**config.mk**
```make
export PLATFORM = sky130hd
export DESIGN_NAME = wgit_row_pass_flat
export DESIGN_NICKNAME = d
export VERILOG_FILES = /design/src/wgit_pkg.sv /design/src/wgit_if.sv /design/src/wgit_row_pass.sv /design/src/flat_wrapper.sv
export VERILOG_INCLUDE_DIRS = /design/src /design/src/src
export SDC_FILE = /design/constraint.sdc
export NUM_CORES = 1
export LEC_CHECK = 0
export ABC_AREA = 1
export BUFFER_PORTS_ARGS = -buffer_cell sky130_fd_sc_hd__buf_2
export CORE_MARGIN = 2
export CORE_UTILIZATION = 39
export DETAILED_ROUTE_END_ITERATION = 8
export SLEW_MARGIN = 20
export SYNTH_ARGS = -nofsm -noshare
export SYNTH_HDL_FRONTEND = slang
export SYNTH_SLANG_ARGS = --single-unit
export TNS_END_PERCENT = 20
```
**constraint.sdc**
```tcl
create_clock -name clk -period 6 [get_ports clk]
set_input_delay 0.9 -clock clk [delete_from_list [all_inputs] [get_ports clk]]
set_output_delay 0.9 -clock clk [all_outputs]
set_load 0.03 [all_outputs]
```
**src/winograd_f4x3_input_transform_core_macros.svh**
```systemverilog
// assertion macros for the winograd input transform core
`ifndef WINOGRAD_F4X3_INPUT_TRANSFORM_CORE_MACROS_SVH
`define WINOGRAD_F4X3_INPUT_TRANSFORM_CORE_MACROS_SVH
`ifndef SYNTHESIS
`define WGIT_ASSERT_IMP(label, clk, rst, pre, post) \
  label: assert property (@(posedge clk) disable iff (rst) (pre) |-> (post)) \
    else $error("same-cycle check failed");
`define WGIT_ASSERT_NXT(label, clk, rst, pre, post) \
  label: assert property (@(posedge clk) disable iff (rst) (pre) |=> (post)) \
    else $error("next-cycle check failed");
`else
`define WGIT_ASSERT_IMP(label, clk, rst, pre, post)
`define WGIT_ASSERT_NXT(label, clk, rst, pre, post)
`endif
`endif

```
**src/wgit_pkg.sv**
```systemverilog
// types, constants and scaling functions of the winograd input transform
package wgit_pkg;

  localparam int SAMPLE_BITS = 16;
  localparam int TILE_DIM    = 6;
  localparam int COEF_W      = 23;
  localparam int SUM_W       = SAMPLE_BITS + 4;
  localparam int RES_W       = SAMPLE_BITS + 7;
  localparam int WORK_W      = (RES_W > COEF_W) ? RES_W : COEF_W;
  localparam int ROW_W       = $clog2(TILE_DIM);

  typedef logic signed [SAMPLE_BITS-1:0] sample_t;
  typedef logic signed [SUM_W-1:0]       sum_t;
  typedef logic signed [WORK_W-1:0]      work_t;
  typedef logic signed [COEF_W-1:0]      coef_t;
  typedef logic signed [3:0]             bt_t;
  typedef logic [ROW_W-1:0]              row_idx_t;

  typedef sum_t sum_tile_t [TILE_DIM][TILE_DIM];

  localparam row_idx_t LAST_ROW = ROW_W'(TILE_DIM - 1);

  // transposed input transform matrix
  localparam bt_t BT [TILE_DIM][TILE_DIM] = '{
    '{ 4'sd4,  4'sd0, -4'sd5,  4'sd0, 4'sd1, 4'sd0},
    '{ 4'sd0, -4'sd4, -4'sd4,  4'sd1, 4'sd1, 4'sd0},
    '{ 4'sd0,  4'sd4, -4'sd4, -4'sd1, 4'sd1, 4'sd0},
    '{ 4'sd0, -4'sd2, -4'sd1,  4'sd2, 4'sd1, 4'sd0},
    '{ 4'sd0,  4'sd2, -4'sd1, -4'sd2, 4'sd1, 4'sd0},
    '{ 4'sd0,  4'sd4,  4'sd0, -4'sd5, 4'sd0, 4'sd1}
  };

  // sample times matrix entry, shifts and adds only
  function automatic sum_t scale_sample(sample_t x, bt_t c);
    sum_t xe;
    sum_t r;
    xe = SUM_W'(x);
    case (c)
      4'sd1:   r = xe;
      -4'sd1:  r = -xe;
      4'sd2:   r = xe <<< 1;
      -4'sd2:  r = -(xe <<< 1);
      4'sd4:   r = xe <<< 2;
      -4'sd4:  r = -(xe <<< 2);
      -4'sd5:  r = -((xe <<< 2) + xe);
      default: r = '0;
    endcase
    return r;
  endfunction

  // column-pass sum times matrix entry
  function automatic work_t scale_sum(sum_t x, bt_t c);
    work_t xe;
    work_t r;
    xe = WORK_W'(x);
    case (c)
      4'sd1:   r = xe;
      -4'sd1:  r = -xe;
      4'sd2:   r = xe <<< 1;
      -4'sd2:  r = -(xe <<< 1);
      4'sd4:   r = xe <<< 2;
      -4'sd4:  r = -(xe <<< 2);
      -4'sd5:  r = -((xe <<< 2) + xe);
      default: r = '0;
    endcase
    return r;
  endfunction

endpackage

```
**src/wgit_if.sv**
```systemverilog


interface wgit_out_if import wgit_pkg::*; ();
  logic     valid;
  logic     ready;
  row_idx_t out_row;
  coef_t    coef0;
  coef_t    coef1;
  coef_t    coef2;
  coef_t    coef3;
  coef_t    coef4;
  coef_t    coef5;
  logic     last_row;

  modport source (output valid, output out_row, output coef0, output coef1,
                  output coef2, output coef3, output coef4, output coef5,
                  output last_row, input ready);
  modport sink   (input valid, input out_row, input coef0, input coef1,
                  input coef2, input coef3, input coef4, input coef5,
                  input last_row, output ready);
endinterface

```
**src/wgit_row_pass.sv**
```systemverilog
// tile bank, row sequencer and row-pass output register
`include "winograd_f4x3_input_transform_core_macros.svh"
module wgit_row_pass import wgit_pkg::*; (
  input  logic      clk,
  input  logic      rst,
  input  logic      tile_load,
  input  sum_tile_t tile_data,
  output logic      bank_busy,
  wgit_out_if.source coef_out
);

  sum_tile_t bank;
  logic      bank_full;
  row_idx_t  emit_row;
  logic      issue;
  logic      issue_last;
  work_t     acc [TILE_DIM];

  logic      out_v;
  row_idx_t  out_row_q;
  logic      last_q;
  coef_t     coef_q [TILE_DIM];

  assign issue      = bank_full && (!out_v || coef_out.ready);
  assign issue_last = issue && (emit_row == LAST_ROW);
  // bank frees up in the cycle its last row goes to the output register
  assign bank_busy  = bank_full && !issue_last;

  always_comb begin
    for (int j = 0; j < TILE_DIM; j++) begin
      acc[j] = '0;
      for (int c = 0; c < TILE_DIM; c++) begin
        acc[j] = acc[j] + scale_sum(bank[emit_row][c], BT[j][c]);
      end
    end
  end

  always_ff @(posedge clk) begin
    if (tile_load) begin
      bank <= tile_data;
    end
    if (issue) begin
      out_row_q <= emit_row;
      last_q    <= (emit_row == LAST_ROW);
      for (int j = 0; j < TILE_DIM; j++) begin
        coef_q[j] <= acc[j][COEF_W-1:0];
      end
    end
  end

  always_ff @(posedge clk) begin
    if (rst) begin
      bank_full <= 1'b0;
      emit_row  <= '0;
      out_v     <= 1'b0;
    end else begin
      if (issue) begin
        out_v <= 1'b1;
      end else if (coef_out.ready) begin
        out_v <= 1'b0;
      end
      if (tile_load) begin
        bank_full <= 1'b1;
        emit_row  <= '0;
      end else if (issue_last) begin
        bank_full <= 1'b0;
        emit_row  <= '0;
      end else if (issue) begin
        emit_row  <= emit_row + 1'b1;
      end
    end
  end

  assign coef_out.valid    = out_v;
  assign coef_out.out_row  = out_row_q;
  assign coef_out.last_row = last_q;
  assign coef_out.coef0    = coef_q[0];
  assign coef_out.coef1    = coef_q[1];
  assign coef_out.coef2    = coef_q[2];
  assign coef_out.coef3    = coef_q[3];
  assign coef_out.coef4    = coef_q[4];
  assign coef_out.coef5    = coef_q[5];

  `WGIT_ASSERT_IMP(rp_load_free, clk, rst, tile_load, !bank_full || issue_last)
  `WGIT_ASSERT_IMP(rp_row_held, clk, rst, emit_row != '0, bank_full)
  `WGIT_ASSERT_NXT(rp_last_mark, clk, rst, issue_last,
                   out_v && last_q && (out_row_q == LAST_ROW))

endmodule

```
**src/flat_wrapper.sv**
```systemverilog
// flat-port wrapper written by rule: the top's interface ports become plain ports
module wgit_row_pass_flat import wgit_pkg::*;
  (clk, rst, tile_load, tile_data, bank_busy, coef_out_valid, coef_out_out_row, coef_out_coef0, coef_out_coef1, coef_out_coef2, coef_out_coef3, coef_out_coef4, coef_out_coef5, coef_out_last_row, coef_out_ready);
  wgit_out_if coef_out_i ();
  input  logic clk;
  input  logic rst;
  input  logic tile_load;
  input  sum_tile_t tile_data;
  output logic bank_busy;
  output wire logic [$bits(coef_out_i.valid)-1:0] coef_out_valid;
  output wire logic [$bits(coef_out_i.out_row)-1:0] coef_out_out_row;
  output wire logic [$bits(coef_out_i.coef0)-1:0] coef_out_coef0;
  output wire logic [$bits(coef_out_i.coef1)-1:0] coef_out_coef1;
  output wire logic [$bits(coef_out_i.coef2)-1:0] coef_out_coef2;
  output wire logic [$bits(coef_out_i.coef3)-1:0] coef_out_coef3;
  output wire logic [$bits(coef_out_i.coef4)-1:0] coef_out_coef4;
  output wire logic [$bits(coef_out_i.coef5)-1:0] coef_out_coef5;
  output wire logic [$bits(coef_out_i.last_row)-1:0] coef_out_last_row;
  input wire logic [$bits(coef_out_i.ready)-1:0] coef_out_ready;
  assign coef_out_valid = coef_out_i.valid;
  assign coef_out_out_row = coef_out_i.out_row;
  assign coef_out_coef0 = coef_out_i.coef0;
  assign coef_out_coef1 = coef_out_i.coef1;
  assign coef_out_coef2 = coef_out_i.coef2;
  assign coef_out_coef3 = coef_out_i.coef3;
  assign coef_out_coef4 = coef_out_i.coef4;
  assign coef_out_coef5 = coef_out_i.coef5;
  assign coef_out_last_row = coef_out_i.last_row;
  assign coef_out_i.ready = coef_out_ready;
  wgit_row_pass u_core (.clk(clk), .rst(rst), .tile_load(tile_load), .tile_data(tile_data), .bank_busy(bank_busy), .coef_out(coef_out_i));
endmodule
```
==> metrics.txt, run 1 <==
WP data required 6.41 ns; worst r2r dst u_core.coef_q[4][22]; FP Rows 125; Synth cell types 54; final worst-path cycle share 94.2%; area grow syn2layout 21.9%; CTS tree done; sequential fraction of the synthesis area 56.8%; die height 346 um; asr flop ratio synth 0%; Clock Pin Slew Worst Setup and Hold Paths 0.06 ns; Worst-Skew Late Latency 0.70 ns; setup skew after layout 0.0338 ns; CTS max path bufs 3; Ys Warns 0; post-route cell area 55,500 um2; DR pass1 iterations 6; Min-Delay Path Depth 1; EDFF count, synth 859; initial DRC count 3,138; RSZ-0062 raised after global routing true; Core Footprint 116,000 um2; worst hold start tile_data[358]; setup violators final 0; number of remaining DRC errors 0; GRT Resource Usage Total 25.7%; crit path max fanout 48; R2R Path Start u_core.emit_row[0]; Lkg Pwr 24.1 nW; Crit path arrival time 6.06 ns; worst min-delay path class input pin to register; relative slew slack 19.7%; GPL Wtd Cong 0.959; largest net degree at the start of global routing 182; CTS Buf Count 95; root buf cell clkbuf_16; full die area 120,000 um2; CP Launch Point u_core.emit_row[0]; setup TNS 0 ns; Crit Path Class register to register; Worst Hold Margin 0.374 ns; total gr overflow 0; post-synthesis register bit count 864; CTS Sinks 864; commonest non-fill, non-tap cell in the layout buf_2; Avg WL per Cell 23.9 um; Synth Net Count 5,081; Avg Vias per Cell 5.11; leading cell types in the layout, fill and taps excluded 866 x buf_2, 859 x edfxtp_1, 548 x inv_1, 466 x nor2_1, 440 x nand2_1; maxcap violations 0; Final Util 47.9%; Starting Density 39.3%; Clock H-tree levels 3; hold buffers post-CTS 0; vias after detailed routing 33,500; Post-DRT Antenna Nets 0; Worst Tran Pin Value 1.20 ns; worst-case hold path end point u_core.bank[358]; IO Port Bufs 867; status complete, no violations; DP Area 52,300 um2; R2R Setup Slk 0.35 ns; Pwr Total 25.6 mW; Top FF cell, synth edfxtp_1; first-pass GRT wire length 223,000 um; die width 346 um; Post-Syn Area 45,600 um2; share of cells above drive strength 1 25.0%; VDD IR-drop max 0.271 mV; Fmax 177 MHz; initial antenna violation count 48; Pwr Density 461 nW/um2; DP HPWL 124,000 um; syn_area_per_cell 11.5 um2; number of global-route vias before repair 33,200; final WL 157,000 um; top-level I/O count 868; synthesized instance count 3,971; Max Slew Vio Count 0; Worst Setup End Kind register; Worst Reg-to-Reg Cells 19; Fin. Hold Viols 0; Tmin final 5.65 ns; startpoint types register; layout net count 6,034
-- per-stage QoR --
stage | cells | worst slack, ns
floorplan | 3971 | 1.03
global placement | 6350 | -0.405
detailed placement | 6350 | -0.257
CTS | 6521 | 0.0873
global route | 6554 | -0.00334
finish | 6555 | 0.346
-- worst max-delay path: stages (launching register included) --
cell,delay (ns)
dfxtp_4,0.55
inv_8,0.20
buf_12,0.23
nor2_1,0.15
o22ai_1,0.15
a32oi_1,0.81
inv_1,0.41
fa_1,0.61
inv_1,0.05
fa_1,0.50
inv_1,0.04
ha_1,0.35
a21oi_1,0.22
o21ai_0,0.14
a21oi_1,0.17
nand2_1,0.07
a31oi_1,0.41
inv_1,0.08
nand3_1,0.10
nand2_1,0.08
-- synthesized netlist by cell type, types with 2 or more instances --
library cell / instances / share of area (%)
a21oi_1: 126 / 1.4
xor2_4: 2 / 0.12
o21ai_1: 15 / 0.16
o221ai_1: 2 / 0.038
nand2_2: 15 / 0.21
o22ai_1: 99 / 1.4
inv_2: 9 / 0.074
a32oi_1: 48 / 0.92
nor2_8: 2 / 0.088
buf_6: 12 / 0.30
inv_1: 551 / 4.5
ha_1: 161 / 4.4
buf_4: 12 / 0.20
a21oi_2: 4 / 0.077
nand4_1: 17 / 0.23
nor3_1: 24 / 0.26
o31ai_1: 9 / 0.15
buf_2: 28 / 0.31
edfxtp_1: 859 / 57
nor2_2: 9 / 0.12
or2_2: 52 / 0.71
fa_1: 225 / 9.9
a2bb2oi_1: 2 / 0.038
a211oi_1: 5 / 0.082
xnor2_1: 49 / 0.94
dfxtp_1: 5 / 0.22
o21ai_0: 374 / 4.1
a21o_1: 23 / 0.38
nor4_1: 6 / 0.082
a31oi_1: 8 / 0.11
nand3_1: 82 / 0.90
nor2_4: 4 / 0.099
nand2_1: 440 / 3.6
buf_1: 6 / 0.049
nor2_1: 466 / 3.8
o21bai_1: 12 / 0.20
o311ai_0: 2 / 0.038
o21a_1: 8 / 0.13
o211ai_1: 14 / 0.23
clkbuf_1: 76 / 0.63
xor2_1: 95 / 1.8
-- area by class of cell --
type	count	area (um2)
fillers	10800	60500
flip-flops and latches	864	25900
multi-input cells	2413	17000
repair buffers	990	5450
clock buffers	111	2440
inverters	560	2120
well taps	1524	1910
clock inverters	59	632
diodes	34	85.1
-- worst max path at each step --
stage | to | slack (ns) | cells past startpoint
final | u_core.coef_q[4][22] | 0.35 | 19
after global routing | u_core.coef_q[3][22] | -0.003 | 27
after CTS | u_core.coef_q[3][22] | 0.09 | 27
after detailed placement | u_core.coef_q[3][22] | -0.26 | 26
after global placement | u_core.coef_q[2][22] | -0.40 | 23
after floorplan | u_core.coef_q[3][12] | 1.03 | 26
-- cells by family (layout without fill, tap and decap cells) --
group	Yosys count	in the layout	synth area share, %
AND/OR/NAND/NOR	1126	1126	10.4
flip-flops	864	864	56.8
AO/OA/AOI/OAI	755	755	9.52
buffers and inverters	694	1720	6.09
adder cells (fa/ha/maj)	386	386	14.3
XOR/XNOR	146	146	2.89
other	0	34	0
-- layer usage --
layer / track usage (%) / routed length, um / part of all wire, %
met3: 4.36 / 9540 / 6.1
met1: 33.8 / 65300 / 42
met2: 42.8 / 76700 / 49
met4: 9.23 / 5010 / 3.2
met5: 0 / 96 / 0.061
-- sequential cells by signal, indices dropped and copies added (netlist names) --
| name | cells |
|---|---|
| u_core.bank | 720 |
| u_core.coef_q | 135 |
| u_core.coef_out.out_row | 3 |
| u_core.emit_row | 3 |
| u_core.bank_full | 1 |
| u_core.coef_out.last_row | 1 |
| u_core.coef_out.valid | 1 |
-- what timing repair did --
item,4_1_cts,5_1_grt
pin swaps,1,0
setup endpoints to repair,2,21
buffers inserted,1,0
gates cloned,0,0
resized for setup,1,13
-- where the power goes --
group / switching (mW) / internal (mW) / total (mW)
registers: 0.314 / 8.08 / 8.40
logic: 7.63 / 3.74 / 11.4
clock network: 2.49 / 3.35 / 5.85
total: 10.4 / 15.2 / 25.6
No activity file was read; power rests on OpenSTA's default activity.
==> run 2: changes to the inputs <==
BUFFER_PORTS_ARGS = not set   (was -buffer_cell sky130_fd_sc_hd__buf_2)
DONT_BUFFER_PORTS = 1   (was not set)
clock period = 5.63 ns   (was 6 ns; I/O delays follow)
==> run 2 against run 1 <==
Compared with the run above:
- clock power about the same
- clock skew down 0.0047 ns
- clock-buffer cell count up 14
- first-iteration DRC count about the same
- flip-flop and latch count unchanged
- largest cell class unchanged
- highest routed layer unchanged
==> metrics.txt, run 2 (synthesized netlist as in run 1, its figures left out) <==
post-route cell area 51,700 um2; maxcap violations 0; status complete, no violations; initial DRC count 3,140; Worst-Skew Late Latency 0.69 ns; initial antenna violation count 38; Avg WL per Cell 26.7 um; delay of the slowest critical-path stage 0.70 ns; setup violators final 0; die width 346 um; RSZ-0062 raised after global routing true; Max Slew Vio Count 0; Tmin final 5.54 ns; largest net degree at the start of global routing 723; register name with the most flops u_core.bank; CTS Buf Count 93; FP Rows 125; CTS max path bufs 3; leading cell types in the layout, fill and taps excluded 859 x edfxtp_1, 546 x inv_1, 466 x nor2_1, 438 x nand2_1, 372 x o21ai_0; total gr overflow 0; relative slew slack 21.3%; Core Footprint 116,000 um2; Clock Pin Slew Worst Setup and Hold Paths 0.06 ns; Fin. Hold Viols 0; area grow syn2layout 13.6%; Crit Path Class register to register; Crit path arrival time 6.09 ns; CP max stage cell a32oi_1; Post-DRT Antenna Nets 0; setup skew after layout 0.0291 ns; startpoint types register; die height 346 um; Lkg Pwr 20.9 nW; delay-heaviest family, CP adder cells; worst min-delay path class input pin to register; layout net count 5,247; Pwr Density 527 nW/um2; Pwr Total 27.3 mW; Worst Tran Pin Value 1.18 ns; max FFs per register 720; GPL Wtd Cong 1.01; Starting Density 39.3%; hold buffers post-CTS 0; final worst-path cycle share 98.5%; commonest non-fill, non-tap cell in the layout edfxtp_1; IO Port Bufs 0; first-pass GRT wire length 215,000 um; crit path max fanout 29; crit-path cells buf_16, buf_4, nor2_1, o22ai_1, a32oi_1, inv_1, fa_1, inv_1, fa_1, ha_1, nand2_1, nor4_1, buf_4, nand3_1, nand3_1, nand2_1, nand2_1, xor2_1, buf_4; top-level I/O count 868; Buf/Inv on CP 6; root buf cell clkbuf_16; DP Area 48,400 um2; Clock H-tree levels 3; Top Registers u_core.bank x720, u_core.coef_q x135; Fmax 180 MHz; number of global-route vias before repair 29,900; final WL 154,000 um; number of remaining DRC errors 0; DP HPWL 119,000 um; Worst Setup End Kind register; CTS Sinks 864; full die area 120,000 um2; vias after detailed routing 30,600; share of cells above drive strength 1 11.1%; VDD IR-drop max 0.304 mV; CTS tree done; GRT Resource Usage Total 25.0%; DR pass1 iterations 6; WP data required 6.17 ns; Avg Vias per Cell 5.31
run 2: changes by cell type in the layout (fill, tap and decap cells not counted), sizes merged:
cell      delta
buf        -787
clkbuf      +16
clkinv      -15
bufinv       -7
diode        -7
inv          +3
clkinvlp     +1
run 2: path summary, 6_finish.rpt:
check	slack, ns	end	cells past startpoint	from
setup / recovery	0.09	u_core.coef_q[1][21]	19	u_core.emit_row[0]
hold / removal	0.23	u_core.coef_out.valid	1	rst
setup reg to reg	0.09	u_core.coef_q[1][21]	19	u_core.emit_row[0]
hold reg to reg	0.47	u_core.coef_out.valid	2	u_core.bank_full
run 2: per-layer routing:
layer	wire, um	GRT usage (%)	vias up
met3	9860	5.37	254
met1	64000	32.6	15200
met4	4920	8.23	24
met2	75000	41.5	1185
met5	172	0	-
li1	-	-	13900
run 2: layout make-up:
| class | instances | area (um2) |
|---|---|---|
| flip-flops and latches | 864 | 25900 |
| diodes | 27 | 67.6 |
| multi-input cells | 2413 | 17100 |
| inverters | 560 | 2130 |
| repair buffers | 205 | 1800 |
| fillers | 10800 | 64300 |
| clock inverters | 41 | 369 |
| clock buffers | 125 | 2470 |
| well taps | 1524 | 1910 |
run 2: timing repair:
item,CTS,global route
buffers inserted,0,6
pin swaps,0,5
endpoints found under the setup margin,10,36
gates cloned,0,1
gates resized for setup,11,31
run 2: per-stage QoR:
| step | utilization, % | hold WS (ns) | setup WS, ns | std cells | setup TNS [ns] |
|---|---|---|---|---|---|
| 2_1_floorplan | - | 0.445 | 0.663 | 3971 | 0 |
| 3_3_place_gp | 41.7 | 0.459 | -0.255 | 5554 | -1.05 |
| 3_5_place_dp | 41.7 | 0.457 | -0.326 | 5555 | -1.34 |
| 4_1_cts | 44.3 | 0.179 | 0.0205 | 5721 | 0 |
| 5_1_grt | 44.6 | 0.197 | -0.0556 | 5750 | -0.120 |
| 6_report | 44.6 | 0.225 | 0.0869 | 5759 | 0 |
run 2: worst reg2reg max path, cell delays in order (launching register included):
cell,delay (ns)
dfxtp_4,0.41
buf_16,0.20
buf_4,0.24
nor2_1,0.27
o22ai_1,0.19
a32oi_1,0.70
inv_1,0.27
fa_1,0.59
inv_1,0.05
fa_1,0.46
ha_1,0.38
nand2_1,0.09
nor4_1,0.37
buf_4,0.18
nand3_1,0.07
nand3_1,0.19
nand2_1,0.09
nand2_1,0.08
xor2_1,0.36
buf_4,0.20
run 2: power by group:
part	switching (mW)	internal (mW)	total [mW]
logic	6.96	4.15	11.1
clock network	2.62	3.24	5.86
registers	1.62	8.67	10.3
